$ cat src/sv/bts_pkg.sv
package bts_pkg;

   // Default texture size limits
   localparam int MAX_WIDTH_DEF  = 256;
   localparam int MAX_HEIGHT_DEF = 256;

   // Catmull-Rom weight width (scaled by 2^25, signed)
   localparam int WW = 28;

   // Command queue depth between front and back
   localparam int QDEPTH = 2;

   typedef enum logic {
      CMD_WRITE  = 1'b0,
      CMD_SAMPLE = 1'b1
   } cmd_type;

   typedef enum logic [2:0] {
      CSR_TEX_WIDTH    = 3'd0,
      CSR_TEX_HEIGHT   = 3'd1,
      CSR_WIDE_TEXELS  = 3'd2,
      CSR_RESOLUTION   = 3'd3,
      CSR_HORIZ_ANCHOR = 3'd4,
      CSR_VERT_ANCHOR  = 3'd5
   } csr_index_type;

   typedef enum logic [1:0] {
      ANC_NEAR = 2'd0,
      ANC_MID  = 2'd1,
      ANC_FAR  = 2'd2
   } anchor_type;

   typedef struct packed {
      logic [8:0]  tex_width;
      logic [8:0]  tex_height;
      logic        wide_texels;
      logic [15:0] resolution;
      logic [1:0]  horiz_anchor;
      logic [1:0]  vert_anchor;
   } csr_type;

   // One queued job: a texel write or a fully mapped sample
   typedef struct packed {
      cmd_type              cmd;
      logic [15:0]          texel_index;
      logic [15:0]          texel_value;
      logic [3:0][15:0]     col;
      logic [3:0][15:0]     row_base;
      logic [3:0][WW-1:0]   wx;
      logic [3:0][WW-1:0]   wy;
   } job_type;

endpackage

$ cat src/sv/bts_front.sv
module bts_front #(
   parameter int MAX_WIDTH  = bts_pkg::MAX_WIDTH_DEF,
   parameter int MAX_HEIGHT = bts_pkg::MAX_HEIGHT_DEF
) (
   input  logic             clock,
   input  logic             reset,
   input  bts_pkg::csr_type csr,
   input  logic             start,
   output logic             busy,
   input  logic             req_command,
   input  logic [15:0]      req_texel_index,
   input  logic [15:0]      req_texel_value,
   input  logic [23:0]      req_sample_x,
   input  logic [23:0]      req_sample_y,
   output logic             push,
   output bts_pkg::job_type push_job,
   input  logic             full
);

   localparam int MAXD = (MAX_WIDTH > MAX_HEIGHT) ? MAX_WIDTH : MAX_HEIGHT;
   localparam int SW   = $clog2(MAXD + 1);
   localparam int EW   = (SW > 9) ? SW : 9;
   localparam int NW   = SW + 16;
   localparam int CNW  = $clog2(SW);
   localparam int VW   = 19;
   localparam int WW   = bts_pkg::WW;

   typedef enum logic [7:0] {
      F_IDLE = 8'b00000001,
      F_MAP  = 8'b00000010,
      F_DIV  = 8'b00000100,
      F_BASE = 8'b00001000,
      F_WGT1 = 8'b00010000,
      F_WGT2 = 8'b00100000,
      F_WGT3 = 8'b01000000,
      F_PUSH = 8'b10000000
   } fstate_type;

   fstate_type          state_ff, state_in;
   logic [15:0]         dx_ff, dy_ff;
   logic [7:0]          fx_ff, fy_ff;
   logic [2:0]          k_ff, k_in;
   logic [NW-1:0]       num_ff, num_in;
   logic [NW-1:0]       den_ff, den_in;
   logic [SW-1:0]       quo_ff, quo_in;
   logic [CNW-1:0]      cnt_ff, cnt_in;
   logic [SW-1:0]       px_ff [4];
   logic [SW-1:0]       py_ff [4];
   logic [15:0]         base_ff [4];
   logic [15:0]         f2x_ff, f2y_ff;
   logic [23:0]         f3x_ff, f3y_ff;
   logic [3:0][WW-1:0]  wx_ff, wy_ff;

   logic                accept;
   logic [EW-1:0]       wext, hext;
   logic [SW-1:0]       sw, sh, s_cur;
   logic [15:0]         d_cur;
   logic [1:0]          anc;
   logic signed [VW-1:0] c, v, s_ext, smax, rext;
   logic                direct;
   logic [SW-1:0]       p_direct;
   logic                store;
   logic [SW-1:0]       p_store;
   logic                quo_bit;
   logic [NW-1:0]       num_sub;
   logic [2*SW-1:0]     bprod;

   assign accept = start && !busy;
   assign busy   = (state_ff != F_IDLE) || full;

   // Saturate the size registers to the supported range
   assign wext = EW'(csr.tex_width);
   assign hext = EW'(csr.tex_height);
   always_comb begin
      if (wext == '0) begin
         sw = SW'(1);
      end else if (wext > EW'(MAX_WIDTH)) begin
         sw = SW'(MAX_WIDTH);
      end else begin
         sw = SW'(wext);
      end
      if (hext == '0) begin
         sh = SW'(1);
      end else if (hext > EW'(MAX_HEIGHT)) begin
         sh = SW'(MAX_HEIGHT);
      end else begin
         sh = SW'(hext);
      end
   end

   // Anchor the current tap coordinate (x taps first, then y taps)
   assign s_cur = k_ff[2] ? sh : sw;
   assign d_cur = k_ff[2] ? dy_ff : dx_ff;
   assign anc   = k_ff[2] ? csr.vert_anchor : csr.horiz_anchor;
   assign c     = VW'(d_cur) + VW'(k_ff[1:0]) - VW'(1);
   assign s_ext = VW'(s_cur);
   assign smax  = s_ext - VW'(1);
   assign rext  = VW'(csr.resolution);

   always_comb begin
      unique case (anc)
         bts_pkg::ANC_MID: v = c + VW'(s_cur >> 1);
         bts_pkg::ANC_FAR: v = s_ext - c;
         default:          v = c;
      endcase
   end

   // Decide whether the tap needs the divider
   always_comb begin
      direct   = 1'b1;
      p_direct = '0;
      if (csr.resolution == '0) begin
         if (v < 0) begin
            p_direct = '0;
         end else if (v > smax) begin
            p_direct = s_cur - SW'(1);
         end else begin
            p_direct = v[SW-1:0];
         end
      end else if (v <= 0) begin
         p_direct = '0;
      end else if (v >= rext) begin
         p_direct = s_cur - SW'(1);
      end else begin
         direct = 1'b0;
      end
   end

   // One restoring divide step: quotient stays below the axis size
   assign quo_bit = (num_ff >= den_ff);
   assign num_sub = num_ff - den_ff;
   assign bprod   = (2*SW)'(py_ff[k_ff[1:0]]) * (2*SW)'(sw);

   always_comb begin
      state_in = state_ff;
      k_in     = k_ff;
      num_in   = num_ff;
      den_in   = den_ff;
      quo_in   = quo_ff;
      cnt_in   = cnt_ff;
      store    = 1'b0;
      p_store  = p_direct;
      unique case (state_ff)
         F_IDLE: begin
            if (accept && (req_command == bts_pkg::CMD_SAMPLE)) begin
               k_in     = '0;
               state_in = F_MAP;
            end
         end
         F_MAP: begin
            if (direct) begin
               store = 1'b1;
            end else begin
               num_in   = NW'(s_cur) * NW'(v[15:0]);
               den_in   = NW'(csr.resolution) << (SW - 1);
               quo_in   = '0;
               cnt_in   = CNW'(SW - 1);
               state_in = F_DIV;
            end
         end
         F_DIV: begin
            if (quo_bit) begin
               num_in = num_sub;
            end
            den_in = den_ff >> 1;
            quo_in = {quo_ff[SW-2:0], quo_bit};
            cnt_in = cnt_ff - CNW'(1);
            if (cnt_ff == '0) begin
               store   = 1'b1;
               p_store = {quo_ff[SW-2:0], quo_bit};
            end
         end
         F_BASE: begin
            k_in = k_ff + 3'd1;
            if (k_ff[1:0] == 2'd3) begin
               state_in = F_WGT1;
            end
         end
         F_WGT1: state_in = F_WGT2;
         F_WGT2: state_in = F_WGT3;
         F_WGT3: state_in = F_PUSH;
         F_PUSH: begin
            if (!full) begin
               state_in = F_IDLE;
            end
         end
         default: state_in = F_IDLE;
      endcase
      if (store) begin
         if (k_ff == 3'd7) begin
            k_in     = '0;
            state_in = F_BASE;
         end else begin
            k_in     = k_ff + 3'd1;
            state_in = F_MAP;
         end
      end
   end

   always_ff @(posedge clock) begin
      if (reset) begin
         state_ff <= F_IDLE;
         k_ff     <= '0;
         cnt_ff   <= '0;
      end else begin
         state_ff <= state_in;
         k_ff     <= k_in;
         cnt_ff   <= cnt_in;
      end
   end

   // Hold sample coordinates and mapped taps
   always_ff @(posedge clock) begin
      num_ff <= num_in;
      den_ff <= den_in;
      quo_ff <= quo_in;
      if (state_ff == F_IDLE && accept) begin
         dx_ff <= req_sample_x[23:8];
         dy_ff <= req_sample_y[23:8];
         fx_ff <= req_sample_x[7:0];
         fy_ff <= req_sample_y[7:0];
      end
      if (store) begin
         if (k_ff[2]) begin
            py_ff[k_ff[1:0]] <= p_store;
         end else begin
            px_ff[k_ff[1:0]] <= p_store;
         end
      end
      if (state_ff == F_BASE) begin
         base_ff[k_ff[1:0]] <= 16'(bprod);
      end
      if (state_ff == F_WGT1) begin
         f2x_ff <= 16'(fx_ff) * 16'(fx_ff);
         f2y_ff <= 16'(fy_ff) * 16'(fy_ff);
      end
      if (state_ff == F_WGT2) begin
         f3x_ff <= 24'(f2x_ff) * 24'(fx_ff);
         f3y_ff <= 24'(f2y_ff) * 24'(fy_ff);
      end
      if (state_ff == F_WGT3) begin
         wx_ff <= cr_weights(fx_ff, f2x_ff, f3x_ff);
         wy_ff <= cr_weights(fy_ff, f2y_ff, f3y_ff);
      end
   end

   // Catmull-Rom weights scaled by 2^25, built from shifts and adds
   function automatic logic [3:0][WW-1:0] cr_weights(
      input logic [7:0]  f,
      input logic [15:0] f2,
      input logic [23:0] f3
   );
      logic signed [WW-1:0] a;
      logic signed [WW-1:0] b;
      logic signed [WW-1:0] t;
      logic [3:0][WW-1:0]   w;
      a = WW'(f);
      b = WW'(f2);
      t = WW'(f3);
      w[0] = -(a <<< 16) + (b <<< 9) - t;
      w[1] = (WW'(1) <<< 25) - ((b <<< 10) + (b <<< 8)) + ((t <<< 1) + t);
      w[2] = (a <<< 16) + (b <<< 10) - ((t <<< 1) + t);
      w[3] = -(b <<< 8) + t;
      return w;
   endfunction

   // Drive the queue: writes go straight in, samples once mapped
   assign push = (state_ff == F_IDLE && accept && req_command == bts_pkg::CMD_WRITE)
              || (state_ff == F_PUSH && !full);

   always_comb begin
      push_job             = '0;
      push_job.texel_index = req_texel_index;
      push_job.texel_value = req_texel_value;
      push_job.cmd         = bts_pkg::CMD_WRITE;
      if (state_ff == F_PUSH) begin
         push_job.cmd = bts_pkg::CMD_SAMPLE;
         for (int i = 0; i < 4; i++) begin
            push_job.col[i]      = 16'(px_ff[i]);
            push_job.row_base[i] = base_ff[i];
         end
         push_job.wx = wx_ff;
         push_job.wy = wy_ff;
      end
   end

endmodule

$ cat config.mk
export PLATFORM = sky130hd
export DESIGN_NAME = bts_front
export DESIGN_NICKNAME = d
export VERILOG_FILES = /design/src/sv/bts_pkg.sv /design/src/sv/bts_front.sv
export SDC_FILE = /design/constraint.sdc
export NUM_CORES = 2
export LEC_CHECK = 0
export ABC_AREA = 1
export BUFFER_PORTS_ARGS = -buffer_cell sky130_fd_sc_hd__buf_2
export CAP_MARGIN = 30
export CORE_MARGIN = 1.5
export CORE_UTILIZATION = 60
export DETAILED_ROUTE_END_ITERATION = 10
export GPL_TIMING_DRIVEN = 1
export PLACE_DENSITY = 0.92
export SETUP_SLACK_MARGIN = 0.2
export SLEW_MARGIN = 5
export SYNTH_ARGS = -nofsm -noshare
export SYNTH_HDL_FRONTEND = slang
export SYNTH_SLANG_ARGS = --single-unit
$ cat constraint.sdc
create_clock -name clock -period 29 [get_ports clock]
set_input_delay 5.8 -clock clock [delete_from_list [all_inputs] [get_ports clock]]
set_output_delay 5.8 -clock clock [all_outputs]
set_load 0.1 [all_outputs]
==> reports/metrics.yaml <==
synth_largest_area_cell: "edfxtp_1"
synth_cells: 6447
worst_path_max_delay_cell: "o22ai_2"
grt_max_degree: 114
drv_cap: 0
min_path_cells: 1
timing.critical_path.mode_cell: "inv_1"
crit_family: "adder cells"
cts_tree: "built"
ir_drop_mv: 0.1963
reg2reg_to: "num_ff[24]$_DFFE_PP_"
final_hold_viol_count: 0
cts_buffers: 66
r2r_slack_ns: 18.60
crit_path_start: "csr[31]"
start_util_pct: 60.75
final_common_cell: "inv_1"
slew_violations: 0
ctsHoldBuffers: 0
ys_top_cells_by_area: "edfxtp_1, fa_1, ha_1"
fin_nets: 7970
grt_pass1_vias: 46140
gr-usage-all-layers_pct: 31.58
p_switching_mw: 3.244
timing.rr.start: "k_ff[2]$_SDFFE_PP0P_"
synth-main-ff-cell: "edfxtp_1"
drt-vias-per-instance: 5.661
io_pins: 511
synthToLayoutAreaGrowth_pct: 9.476
rsz0062_at_grt: "false"
combPwrFrac_pct: 68.6
postRouteAntennaNets: 0
slew_headroom_pct: 27.42
layout-drive-gt1-share_pct: 9.873
synth_area_sq_um: 54930
crit_end: "num_ff[24]$_DFFE_PP_"
status: "finished clean"
die_area_sq_um: 93370
hold_class: "reg2reg"
arrival_ns: 15.40
seqPwrFrac_pct: 18.0
ctsResizeCount: 0
path_clk_slew_ns: 0.06
die_h_microns: 305.6
syn-mean-instance-area_sq_um: 8.520
tns_ns: 0
cp_max_fo: 18
p_per_area_nw_per_um2: 108.3
crit_path_max_incr_delay_ns: 0.84
clockRootBuffer: "clkbuf_16"
worst_pin_slew_ns: 1.089
multiInputGateArea_sq_um: 31920
seq_area_frac_synth_pct: 29.87
synth-seq-cells: 552
post-route-period-util_pct: 51.77
drtPass1Iterations: 7
antenna_found_initial: 1
cts_setup_buffers: 0
drcViolationCount: 0
nFillCells: 6435
worstSetupPathType: "in2reg"
finalSetupViolCount: 0
reg2reg_depth: 45
hpwl_mm: 111.0
cts_max_level: 3
io_buffers: 417
internal_power_mw: 3.271
wl_per_cell_microns: 18.44
cp.required_ns: 29.39
yosysUniqueCellTypes: 67
final_cell_mix: "inv_1, nand2_1, nor2_1"
critical_path_depth: 42
p_leak_nw: 31.96
clkPwrFrac_pct: 13.4
clock_path_buffers: 3
die_x_microns: 305.6
via_count: 45430
endpoint_kind: "flop"
fin_total_pwr_mw: 6.514
switching_share_pct: 49.79
rows: 110
fp.coreArea_sq_um: 90420
synth.top_cell.area_share_pct: 29.25
drtIter0Drc: 4759
overflow: 0
worst-path-buf-inv: 10
drt_wl_total_mm: 148.0
fmax_mhz: 66.60
synth-edff-count: 535
place.gp.congestion: 0.9519
clk_latency_ns: 0.66
synthArstFlopShare_pct: 0
numClockSinks: 552
finClkSkew_ns: 0.03458
grt_pass1_wl_mm: 234.2
regArea_sq_um: 16410
worstSetupStartpointType: "primary input"
min_period_ns: 15.01
ys_warn_count: 0
==> power groups by stage <==
stage	registers [mW]	logic (mW)	clock network, mW
floorplan	1.18	3.32	0
global placement	1.19	4.12	0
detailed placement	1.19	4.34	0
CTS	1.17	4.40	0.874
global route	1.17	5.03	0.906
finish	1.17	4.47	0.871
==> layer usage <==
metal  routed length [microns]  GRT usage, %  share of wire, %  vias to the layer above
met2                     70570         53.47                48                     2637
met4                      8800         17.52               5.9                        0
met5                         0             0                 0                        -
met3                     15130         6.240                10                      666
met1                     53480         37.77                36                    21410
li1                          -             -                 -                    20720
==> state kept, by name, indices dropped and copies added, names as in the netlist, named ones only <==
register and count:
quo_ff 8, f2x_ff 15, f2y_ff 15, num_ff 25, fx_ff 8, px_ff 36
f3x_ff 24, wy_ff 108, f3y_ff 24, k_ff 3, base_ff 64, dy_ff 16
fy_ff 8, py_ff 36, den_ff 24, wx_ff 108, cnt_ff 4, dx_ff 16
state_ff 8
==> how the worst min path moves through the flow <==
stage                           start                endpoint  slack, ns
6_report       cnt_ff[0]$_SDFFE_PP0P_  cnt_ff[0]$_SDFFE_PP0P_       0.48
5_1_grt        cnt_ff[0]$_SDFFE_PP0P_  cnt_ff[0]$_SDFFE_PP0P_       0.52
4_1_cts        cnt_ff[0]$_SDFFE_PP0P_  cnt_ff[0]$_SDFFE_PP0P_       0.48
3_5_place_dp   cnt_ff[0]$_SDFFE_PP0P_  cnt_ff[0]$_SDFFE_PP0P_       0.48
3_3_place_gp   cnt_ff[0]$_SDFFE_PP0P_  cnt_ff[0]$_SDFFE_PP0P_       0.47
2_1_floorplan  cnt_ff[0]$_SDFFE_PP0P_  cnt_ff[0]$_SDFFE_PP0P_       0.45
==> kinds of logic after synthesis <==
logic type	synth area share (%)
AND/OR/NAND/NOR	15.25
buffers and inverters	12.36
adder cells (fa/ha/maj)	29.71
AO/OA/AOI/OAI	7.476
flip-flops	29.87
XOR/XNOR	5.294
other	0.01367
multiplexers	0.03645
==> synth_stat cells, types with 19 or more instances <==
cell type     n
nand2_1    1049
edfxtp_1    535
o21ai_0     179
xnor2_1     106
nor3_1       23
or2_2        19
a21oi_1     376
ha_1        629
nand2_2      28
buf_4        70
inv_1      1486
nand3_1     163
nor2_1      649
xor2_1      226
fa_1        422
nand4_1      46
clkbuf_1    142
o21ai_1      34
==> through the flow <==
stage / cell area, sq um / util, % / std cells / hold WS (ns) / setup slack (ns)
finish: 60140 / 66.50 / 8024 / 0.4803 / 13.99
global route: 60130 / 66.50 / 8023 / 0.5201 / 13.41
global placement: 57860 / 63.98 / 7899 / 0.4662 / 14.03
detailed placement: 57890 / 64.02 / 7901 / 0.4769 / 13.71
CTS: 60090 / 66.45 / 8021 / 0.4836 / 14.35
floorplan: 55100 / - / 6491 / 0.4494 / 6.544
==> worst reg2reg max path, delay by kind of cell (launching register included) <==
kind                       cells  cell delay [ns]
muxes                          1             0.47
DFF                            1             0.87
and+or+nand+nor               13             1.68
xor gates and xnor gates       1             0.26
buffers and inverters         10             1.20
AOI/OAI and AO/OA             11             2.34
adders and majority gates      9             3.34
==> area by class of cell <==
type / instances / share of cell area, %
timing repair buffer: 463 / 4.128
tap: 1176 / 2.447
antenna: 1 / 0.004161
multi-input combinational: 4206 / 53.09
clock inverter: 44 / 0.8094
inverter: 1506 / 9.400
sequential: 552 / 27.28
clock buffer: 76 / 2.844
Power figures use the tool's default switching activity.
