<file path="src/sv/bts_pkg.sv">
package bts_pkg;

   // Default texture size limits
   localparam int MAX_WIDTH_DEF  = 256;
   localparam int MAX_HEIGHT_DEF = 256;

   // Catmull-Rom weight width (scaled by 2^25, signed)
   localparam int WW = 28;

   // Command queue depth between front and back
   localparam int QDEPTH = 2;

   typedef enum logic {
      CMD_WRITE  = 1'b0,
      CMD_SAMPLE = 1'b1
   } cmd_type;

   typedef enum logic [2:0] {
      CSR_TEX_WIDTH    = 3'd0,
      CSR_TEX_HEIGHT   = 3'd1,
      CSR_WIDE_TEXELS  = 3'd2,
      CSR_RESOLUTION   = 3'd3,
      CSR_HORIZ_ANCHOR = 3'd4,
      CSR_VERT_ANCHOR  = 3'd5
   } csr_index_type;

   typedef enum logic [1:0] {
      ANC_NEAR = 2'd0,
      ANC_MID  = 2'd1,
      ANC_FAR  = 2'd2
   } anchor_type;

   typedef struct packed {
      logic [8:0]  tex_width;
      logic [8:0]  tex_height;
      logic        wide_texels;
      logic [15:0] resolution;
      logic [1:0]  horiz_anchor;
      logic [1:0]  vert_anchor;
   } csr_type;

   // One queued job: a texel write or a fully mapped sample
   typedef struct packed {
      cmd_type              cmd;
      logic [15:0]          texel_index;
      logic [15:0]          texel_value;
      logic [3:0][15:0]     col;
      logic [3:0][15:0]     row_base;
      logic [3:0][WW-1:0]   wx;
      logic [3:0][WW-1:0]   wy;
   } job_type;

endpackage

</file>
<file path="src/sv/bts_queue.sv">
module bts_queue (
   input  logic             clock,
   input  logic             reset,
   input  logic             push,
   input  bts_pkg::job_type push_job,
   input  logic             pop,
   output bts_pkg::job_type head_job,
   output logic             full,
   output logic             empty
);

   localparam int PW = (bts_pkg::QDEPTH > 1) ? $clog2(bts_pkg::QDEPTH) : 1;
   localparam int CW = $clog2(bts_pkg::QDEPTH + 1);

   bts_pkg::job_type  slot_ff [bts_pkg::QDEPTH];
   logic [PW-1:0]     wr_ptr_ff, wr_ptr_in;
   logic [PW-1:0]     rd_ptr_ff, rd_ptr_in;
   logic [CW-1:0]     count_ff, count_in;

   assign full     = (count_ff == CW'(bts_pkg::QDEPTH));
   assign empty    = (count_ff == '0);
   assign head_job = slot_ff[rd_ptr_ff];

   // Advance pointers and fill count
   always_comb begin
      wr_ptr_in = wr_ptr_ff;
      rd_ptr_in = rd_ptr_ff;
      count_in  = count_ff;
      if (push) begin
         wr_ptr_in = (wr_ptr_ff == PW'(bts_pkg::QDEPTH - 1)) ? '0 : wr_ptr_ff + PW'(1);
      end
      if (pop) begin
         rd_ptr_in = (rd_ptr_ff == PW'(bts_pkg::QDEPTH - 1)) ? '0 : rd_ptr_ff + PW'(1);
      end
      if (push && !pop) begin
         count_in = count_ff + CW'(1);
      end else if (pop && !push) begin
         count_in = count_ff - CW'(1);
      end
   end

   always_ff @(posedge clock) begin
      if (reset) begin
         wr_ptr_ff <= '0;
         rd_ptr_ff <= '0;
         count_ff  <= '0;
      end else begin
         wr_ptr_ff <= wr_ptr_in;
         rd_ptr_ff <= rd_ptr_in;
         count_ff  <= count_in;
      end
   end

   // Hold request payloads
   always_ff @(posedge clock) begin
      if (push) begin
         slot_ff[wr_ptr_ff] <= push_job;
      end
   end

endmodule

</file>
<file path="config.mk">
export PLATFORM = sky130hd
export DESIGN_NAME = bts_queue
export DESIGN_NICKNAME = d
export VERILOG_FILES = /design/src/sv/bts_pkg.sv /design/src/sv/bts_queue.sv
export SDC_FILE = /design/constraint.sdc
export NUM_CORES = 1
export LEC_CHECK = 0
export BUFFER_PORTS_ARGS = -buffer_cell sky130_fd_sc_hd__buf_4
export CAP_MARGIN = 20
export CORE_AREA = 10 10 296 298
export DETAILED_ROUTE_END_ITERATION = 7
export DIE_AREA = 0 0 306 308
export PLACE_DENSITY = 0.7
export SYNTH_ARGS = -nofsm -noshare
export SYNTH_HDL_FRONTEND = slang
export SYNTH_SLANG_ARGS = --single-unit
</file>
<file path="constraint.sdc">
create_clock -name clock -period 19.8 [get_ports clock]
set_clock_uncertainty 0.2 [all_clocks]
set_input_delay 0.99 -clock clock [delete_from_list [all_inputs] [get_ports clock]]
set_output_delay 0.99 -clock clock [all_outputs]
set_load 0.1 [all_outputs]
</file>
==> results by group, run 1 <==
CTS
  • Clk_lat worst skew: 0.62 ns
  • Htree depth: 3
  • Clk root buf: clkbuf_16
  • Setup repair bufs after CTS: 0
  • Clk slew on worst S/H paths: 0.06 ns
  • CTS tree: done
  • CTS Buf Count: 80
  • # hold bufs at CTS: 0
  • CTS max path bufs: 3
  • Resized Gates After CTS: 0
  • Clock Sink Count: 775

Worst setup path
  • Crit-path cells: buf_4 > buf_4 > buf_4 > mux2_2 > buf_4
  • CP dominant cell by count: buf_4
  • Slowest stage delay, CP: 0.89 ns
  • Critical-path maximum fanout: 82
  • CP Class: reg2out
  • CP endpoint kind: output pin
  • CP startpoint kind: register
  • CP required: 18.61 ns
  • Slowest cell on the critical path: buf_4
  • CP bufs+invs: 4
  • Critical path arrival: 4.75 ns
  • Cell family with most CP delay: buffers and inverters
  • Worst r2r src: wr_ptr_ff

Layout
  • Sequential Area: 23200 um^2
  • Area growth syn-to-layout: 33.1%
  • Final Cell Area: 37600 um^2
  • Net count, final: 2438
  • # fillers: 6839
  • Area occupied by multi-input gates: 4560 um^2
  • Layout cells sized above 1: 60.7%
  • Fin cells: 3188

Power
  • Leakage: between 10 and 15 nW
  • PwrDens: between 100 and 150 nW/um^2
  • Max VDD drop: just under 0.00009 V

STA
  • Fmax: 168 MHz
  • Worst hold slack: 0.312 ns
  • Final worst path period share: between 20 and 30%
  • Finish-stage setup viols: 0
  • Fin. Hold Viols: 0
  • Setup TNS: 0 ns
  • Least-Margin Pin Slew: 1.26 ns
  • Fin worst setup slack: 13.86 ns
  • Relative slew slack: 15.8%
  • Crit path time final: 5.94 ns
  • RSZ-0062 raised after global routing: no
  • Max-slew violation count: 0

Floorplan
  • Die footprint: between 90000 and 100000 um^2
  • Core area: 81600 um^2
  • Site Rows: 105
  • Top Ports: 776
  • DIE WIDTH: roughly 300 um
  • Vert. Die Dim: 308 um
  • Starting density of the core: 34.6%

GRT
  • Initial antenna violation count: 9
  • Grt ovf: 0
  • Global Route Usage Sum: 15.5%
  • First-pass GRT wire length: 108 mm
  • Vias in the first global route: 16100
  • Largest net degree at the start of global routing: 165

Detailed routing
  • DRC viols: 0
  • Routed WL per cell: between 20 and 25 um
  • Via count: 14800
  • TritonRoute pass-1 iters: 5
  • Routed WL: 77.1 mm
  • Antenna-violating nets left: 0
  • Via/cell ratio: 4.64
  • Initial DRC count: 980

Place
  • GP Congestion: 1.00
  • Area of placed instances: 35100 um^2
  • Dpl ws: 14.50 ns
  • Dpl cells: 3036
  • Port-buffer cells: 775
  • Detailed-placement wirelength estimate: 57.3 mm

Synth
  • Share of the synthesized area in the top cell type: 81.9%
  • Cell variety after synth: 17
  • Seq/Total Area, Yosys: 82.2%
  • Synthesized netlist cell count: 1220
  • Synth Net Count: 1610
  • Synth area leaders: edfxtp_1 (82%), mux2_2 (14%), buf_6 (1.6%), mux2_4 (1.6%), dfxtp_1 (0.35%)
  • Syn Std Cell Area: 28200 um^2
  • Synth Area per Inst: 23.1 um^2
  • Ys Warns: 0
  • Synth area leader: edfxtp_1
  • Synth Register Bits: between 700 and 800

Hold path
  • Worst Hold Launch: count_ff[1]
  • Min-delay worst type: reg2reg

Status
  • Status: complete, no violations

Run
  • Max-cap violations: 0
through the flow:
stage / util (%) / total power, W
after global routing: 46.1 / 0.00460
after floorplan: - / 0.00286
final: 46.1 / 0.00446
after detailed placement: 43.0 / 0.00307
after global placement: 43.0 / 0.00306
after CTS: 46.1 / 0.00451
Yosys cell counts:
library cell,count
nor2b_1,2
buf_2,3
or3_1,1
o21ai_0,1
a21oi_1,1
xnor2_1,2
edfxtp_1,770
mux2_1,2
mux2_4,30
mux2_2,353
buf_6,40
dfxtp_1,5
xor2_1,2
nor2_1,5
ha_1,1
inv_1,1
and2_1,1
placed cells by master, fill, tap and decap left out, types with 3 or more instances in the layout:
cell and n:
clkinv_1 22, diode_2 7, clkinv_16 3, mux2_2 353, clkbuf_16 81, buf_4 788, clkbuf_1 17, edfxtp_1 770
mux2_4 30, nor2_1 5, clkinv_2 13, dfxtp_1 4, bufinv_16 4
path summary, 6_finish.rpt:
| kind | endpoint | slack, ns | cells past startpoint |
|---|---|---|---|
| setup / recovery | head_job[209] | 13.86 | 5 |
| hold / removal | count_ff[1] | 0.31 | 2 |
| setup reg to reg | slot_ff[1][296] | 15.43 | 4 |
| hold reg to reg | count_ff[1] | 0.31 | 2 |
sequential cells by signal, summed over array words and instances (netlist names), named ones only:
name / flops
count_ff: 2
slot_ff: 770
rd_ptr_ff: 1
wr_ptr_ff: 1
worst reg2reg max path: cells and delay by family, from the launching register on:
family	cells	cell delay [ns]
buffers and inverters	3	2.58
and+or+nand+nor	1	0.71
DFF	1	0.41
cell families after synthesis:
kind of cell	synth area share [%]
flip-flops	82.2
buffers and inverters	1.66
AND/OR/NAND/NOR	0.155
multiplexers	15.8
adder cells (fa/ha/maj)	0.0443
AO/OA/AOI/OAI	0.0354
XOR/XNOR	0.124
where the power goes:
part	leakage, nW	switching [W]	internal, W
logic	5.41	0.000832	0.000251
registers	7.27	0.0000322	0.00192
clock network	1.23	0.000612	0.000811
total	13.9	0.00148	0.00298
layout make-up:
| cell class | instances | area share [%] |
|---|---|---|
| flip-flops and latches | 775 | 61.8 |
| repair buffers | 789 | 15.8 |
| multi-input cells | 401 | 12.1 |
| clock buffers | 98 | 5.56 |
| well taps | 1070 | 3.56 |
| clock inverters | 47 | 1.12 |
| diodes | 7 | 0.0466 |
| inverters | 1 | 0.00998 |
layer usage:
metal / wire (um) / global-route usage [%] / up-vias
li1: - / - / 6551
met1: 26300 / 15.9 / 7431
met2: 41200 / 28.1 / 630
met3: 6340 / 5.10 / 177
met4: 3290 / 7.51 / 2
met5: 13 / 0 / -
Note: power is estimated with default switching activity, not from simulation.
==> run 2: changes to the inputs <==
Settings changed: ABC_AREA set to 1, CORE_AREA 10 10 296 298 to 10 10 290 292, DIE_AREA 0 0 306 308 to 0 0 300 302.
Clock period 19.8 ns to 6.15 ns, I/O delays scaled along.
==> run 2 against run 1 <==
Effect of this change:
- sequential cell count did not move
- die area fell by 3.9%
- worst hold slack got worse by 0.10 ns
- power rose to 3.3 times the previous value
- combinational power rose to 3.3 times the previous value
- first-iteration DRC count fell by 13%
- via count rose by 11%
- design area rose by 11%
- critical path type unchanged
- clock-buffer cell count fell by 2
==> results by group, run 2 <==
Floorplan
  • Die footprint: 90600 um^2 (-3.9%)
  • Site Rows: 103 (-1.9%)
  • Core area: 78400 um^2 (-4.0%)
  • Top Ports: 776 (unchanged)
  • DIE WIDTH: 300 um (-2.0%)
  • Vert. Die Dim: 302 um (-1.9%)
  • Starting density of the core: 36.1% (+1.5 points)

CTS
  • Setup repair bufs after CTS: 0 (unchanged)
  • CTS max path bufs: 3 (unchanged)
  • Clk slew on worst S/H paths: 0.06 ns (about the same)
  • CTS Buf Count: 79 (-1.3%)
  • Clk_lat worst skew: 0.61 ns (about the same)
  • Clk root buf: clkbuf_16
  • Clock Sink Count: 775 (unchanged)
  • Resized Gates After CTS: 0 (unchanged)
  • CTS tree: done
  • Htree depth: 3 (unchanged)
  • # hold bufs at CTS: 389 (+389)

STA
  • Max-slew violation count: 0 (unchanged)
  • Final worst path period share: 58.2%
  • Finish-stage setup viols: 0 (unchanged)
  • Fin. Hold Viols: 0 (unchanged)
  • Relative slew slack: 36.8% (+21 points)
  • Crit path time final: 3.58 ns
  • Fmax: approximately 280 MHz
  • RSZ-0062 raised after global routing: no
  • Worst hold slack: 0.211 ns (-0.102 ns)
  • Least-Margin Pin Slew: 0.948 ns (-0.315 ns)

Layout
  • Most common cell after layout, fill and taps aside: buf_4
  • Reg with most FFs: slot_ff
  • Net count, final: 2842 (+17%)
  • Fin cells: 3572 (+12%)
  • Area occupied by multi-input gates: 4550 um^2 (-0.19%)
  • Sequential Area: 23200 um^2 (about the same)
  • Top Registers: slot_ff: 770 flops, count_ff: 2 flops
  • Area growth syn-to-layout: 47.6%
  • Final Cell Area: 41700 um^2 (+11%)
  • Max FFs per register: 770 (unchanged)
  • Most frequent cells in the layout: buf_4 (787), edfxtp_1 (770), dlygate4sd3_1 (389)
  • # fillers: 5988 (-12%)
  • Layout cells sized above 1: 51.4% (-9.3 points)

Place
  • Dpl cells: 3032 (-0.13%)
  • Detailed-placement wirelength estimate: 53.2 mm (-7.0%)
  • Area of placed instances: 35200 um^2 (+0.36%)
  • Port-buffer cells: 775 (unchanged)
  • GP Congestion: 0.846 (-16%)

Synth
  • Cell variety after synth: 17 (unchanged)
  • Synth area leader: edfxtp_1
  • Ys Warns: 0 (unchanged)
  • Synth Net Count: 1621 (+0.68%)
  • Async SR Flop Fraction: 0% (unchanged)
  • Count leader, synth: edfxtp_1
  • Share of the synthesized area in the top cell type: 81.8% (about the same)
  • Synth Register Bits: 775 (unchanged)
  • Post-synth EDFFs: 770 (unchanged)
  • Synth cell count leaders: edfxtp_1 (770), mux2_2 (353), buf_6 (40)
  • Syn Std Cell Area: 28300 um^2 (about the same)
  • Main synth FF type: edfxtp_1
  • Seq/Total Area, Yosys: 82.2% (about the same)
  • Synth Area per Inst: 23.0 um^2 (-0.82%)
  • Synth area leaders: edfxtp_1 (82%), mux2_2 (14%), buf_6 (1.6%), mux2_4 (1.6%), dfxtp_1 (0.35%)
  • Synthesized netlist cell count: 1231 (+0.90%)

Worst setup path
  • Slowest stage delay, CP: 0.96 ns (+0.07 ns)
  • CP required: 5.64 ns (-12.97 ns)
  • Slowest cell on the critical path: dfxtp_4
  • CP startpoint kind: register
  • CP Class: reg2out
  • Critical path arrival: 3.07 ns (-1.68 ns)
  • Critical-path maximum fanout: 124 (+51%)
  • Crit-path cells: buf_12 > mux2_2 > buf_4
  • CP bufs+invs: 2 (-2)
  • Cell family with most CP delay: flip-flops
  • CP endpoint kind: output pin

Detailed routing
  • TritonRoute pass-1 iters: 4 (-1)
  • Routed WL per cell: 22.3 um (-7.7%)
  • Routed WL: 79.7 mm (+3.4%)
  • Initial DRC count: 852 (-13%)
  • Via count: 16400 (+11%)
  • DRC viols: 0 (unchanged)
  • Via/cell ratio: 4.59 (-1.1%)
  • Antenna-violating nets left: 0 (unchanged)

Power
  • Max VDD drop: 0.000263 V (+200%)
  • PwrDens: 348 nW/um^2 (+190%)
  • Leakage: 15.6 nW (+12%)

GRT
  • Global Route met1 Usage: 17.2% (+1.3 points)
  • Gr busiest metal: met2
  • Global Route met3 Usage: 4.86% (-0.24 points)
  • Global Route Usage Sum: 16.6% (+1.1 points)
  • Initial antenna violation count: 11 (+2)
  • GRT met2 Usage: 30.2% (+2.2 points)
  • First-pass GRT wire length: 115 mm (+6.1%)
  • Vias in the first global route: 18300 (+14%)
  • Largest net degree at the start of global routing: 126 (-24%)
  • Grt ovf: 0 (unchanged)

Status
  • Status: complete, no violations

Hold path
  • Min-delay worst type: in2reg

Run
  • Max-cap violations: 0 (unchanged)
==> run 2: cell count changes after synthesis, moves of 2 or more <==
cell,change
nor2_1,+2
xor2_1,-2
inv_1,+8
nor2b_1,-2
nand2_1,+5
==> run 2: logic make-up (layout without fill, tap and decap cells) <==
logic type	Yosys count	after routing	share of synthesized area [%]
compound gates	2	2	0.0354
xor+xnor	1	1	0.0310
fa+ha+maj	1	1	0.0443
buf+inv	52	1335	1.77
flops	775	775	82.2
mux	385	385	15.7
other cells	0	8	0
simple gates	15	15	0.217
==> run 2: path summary, 6_finish.rpt <==
| path | startpoint | endpoint | slack, ns | cells after the start |
|---|---|---|---|---|
| worst max register to register | wr_ptr_ff | slot_ff[1][128] | 3.52 | 4 |
| worst max-delay path | register | head_job[290] | 2.57 | 3 |
| worst min-delay path | push_job[46] | slot_ff[1][46] | 0.21 | 2 |
| worst min register to register | rd_ptr_ff | rd_ptr_ff | 0.32 | 2 |
==> run 2: metal layers <==
metal  share of wire (%)  vias up
met3                 7.1      183
met4                 4.5        8
met5               0.060        -
met2                  53      656
li1                    -     7360
met1                  35     8180
==> run 2: cell type report <==
class                   count  share of cell area (%)
flip-flops and latches    775                    55.7
multi-input cells         404                    10.9
clock buffers              96                    4.97
clock inverters            47                    1.28
inverters                   9                   0.120
repair buffers           1183                    23.8
diodes                      8                  0.0480
well taps                1050                    3.15
==> run 2: power by group <==
group	switching, W	internal, W
Clock	0.00202	0.00276
Sequential	0.0000888	0.00613
Combinational	0.00257	0.000941
==> run 2: worst reg2reg max path, delay by kind of cell (launching register included) <==
family	cells	cell delay, ns
AND/OR/NAND/NOR	1	0.07
buffers and inverters	3	1.57
flip-flops	1	0.37
==> run 2: through the flow <==
step | utilization, % | total power (W) | worst slack [ns] | TNS, ns
6_report | 53.2 | 0.0145 | 2.57 | 0
5_1_grt | 53.2 | 0.0149 | 2.45 | 0
4_1_cts | 53.2 | 0.0146 | 2.55 | 0
3_5_place_dp | 44.9 | 0.00961 | 3.25 | 0
3_3_place_gp | 44.9 | 0.00956 | 3.30 | 0
2_1_floorplan | - | 0.00887 | -0.631 | -424.91
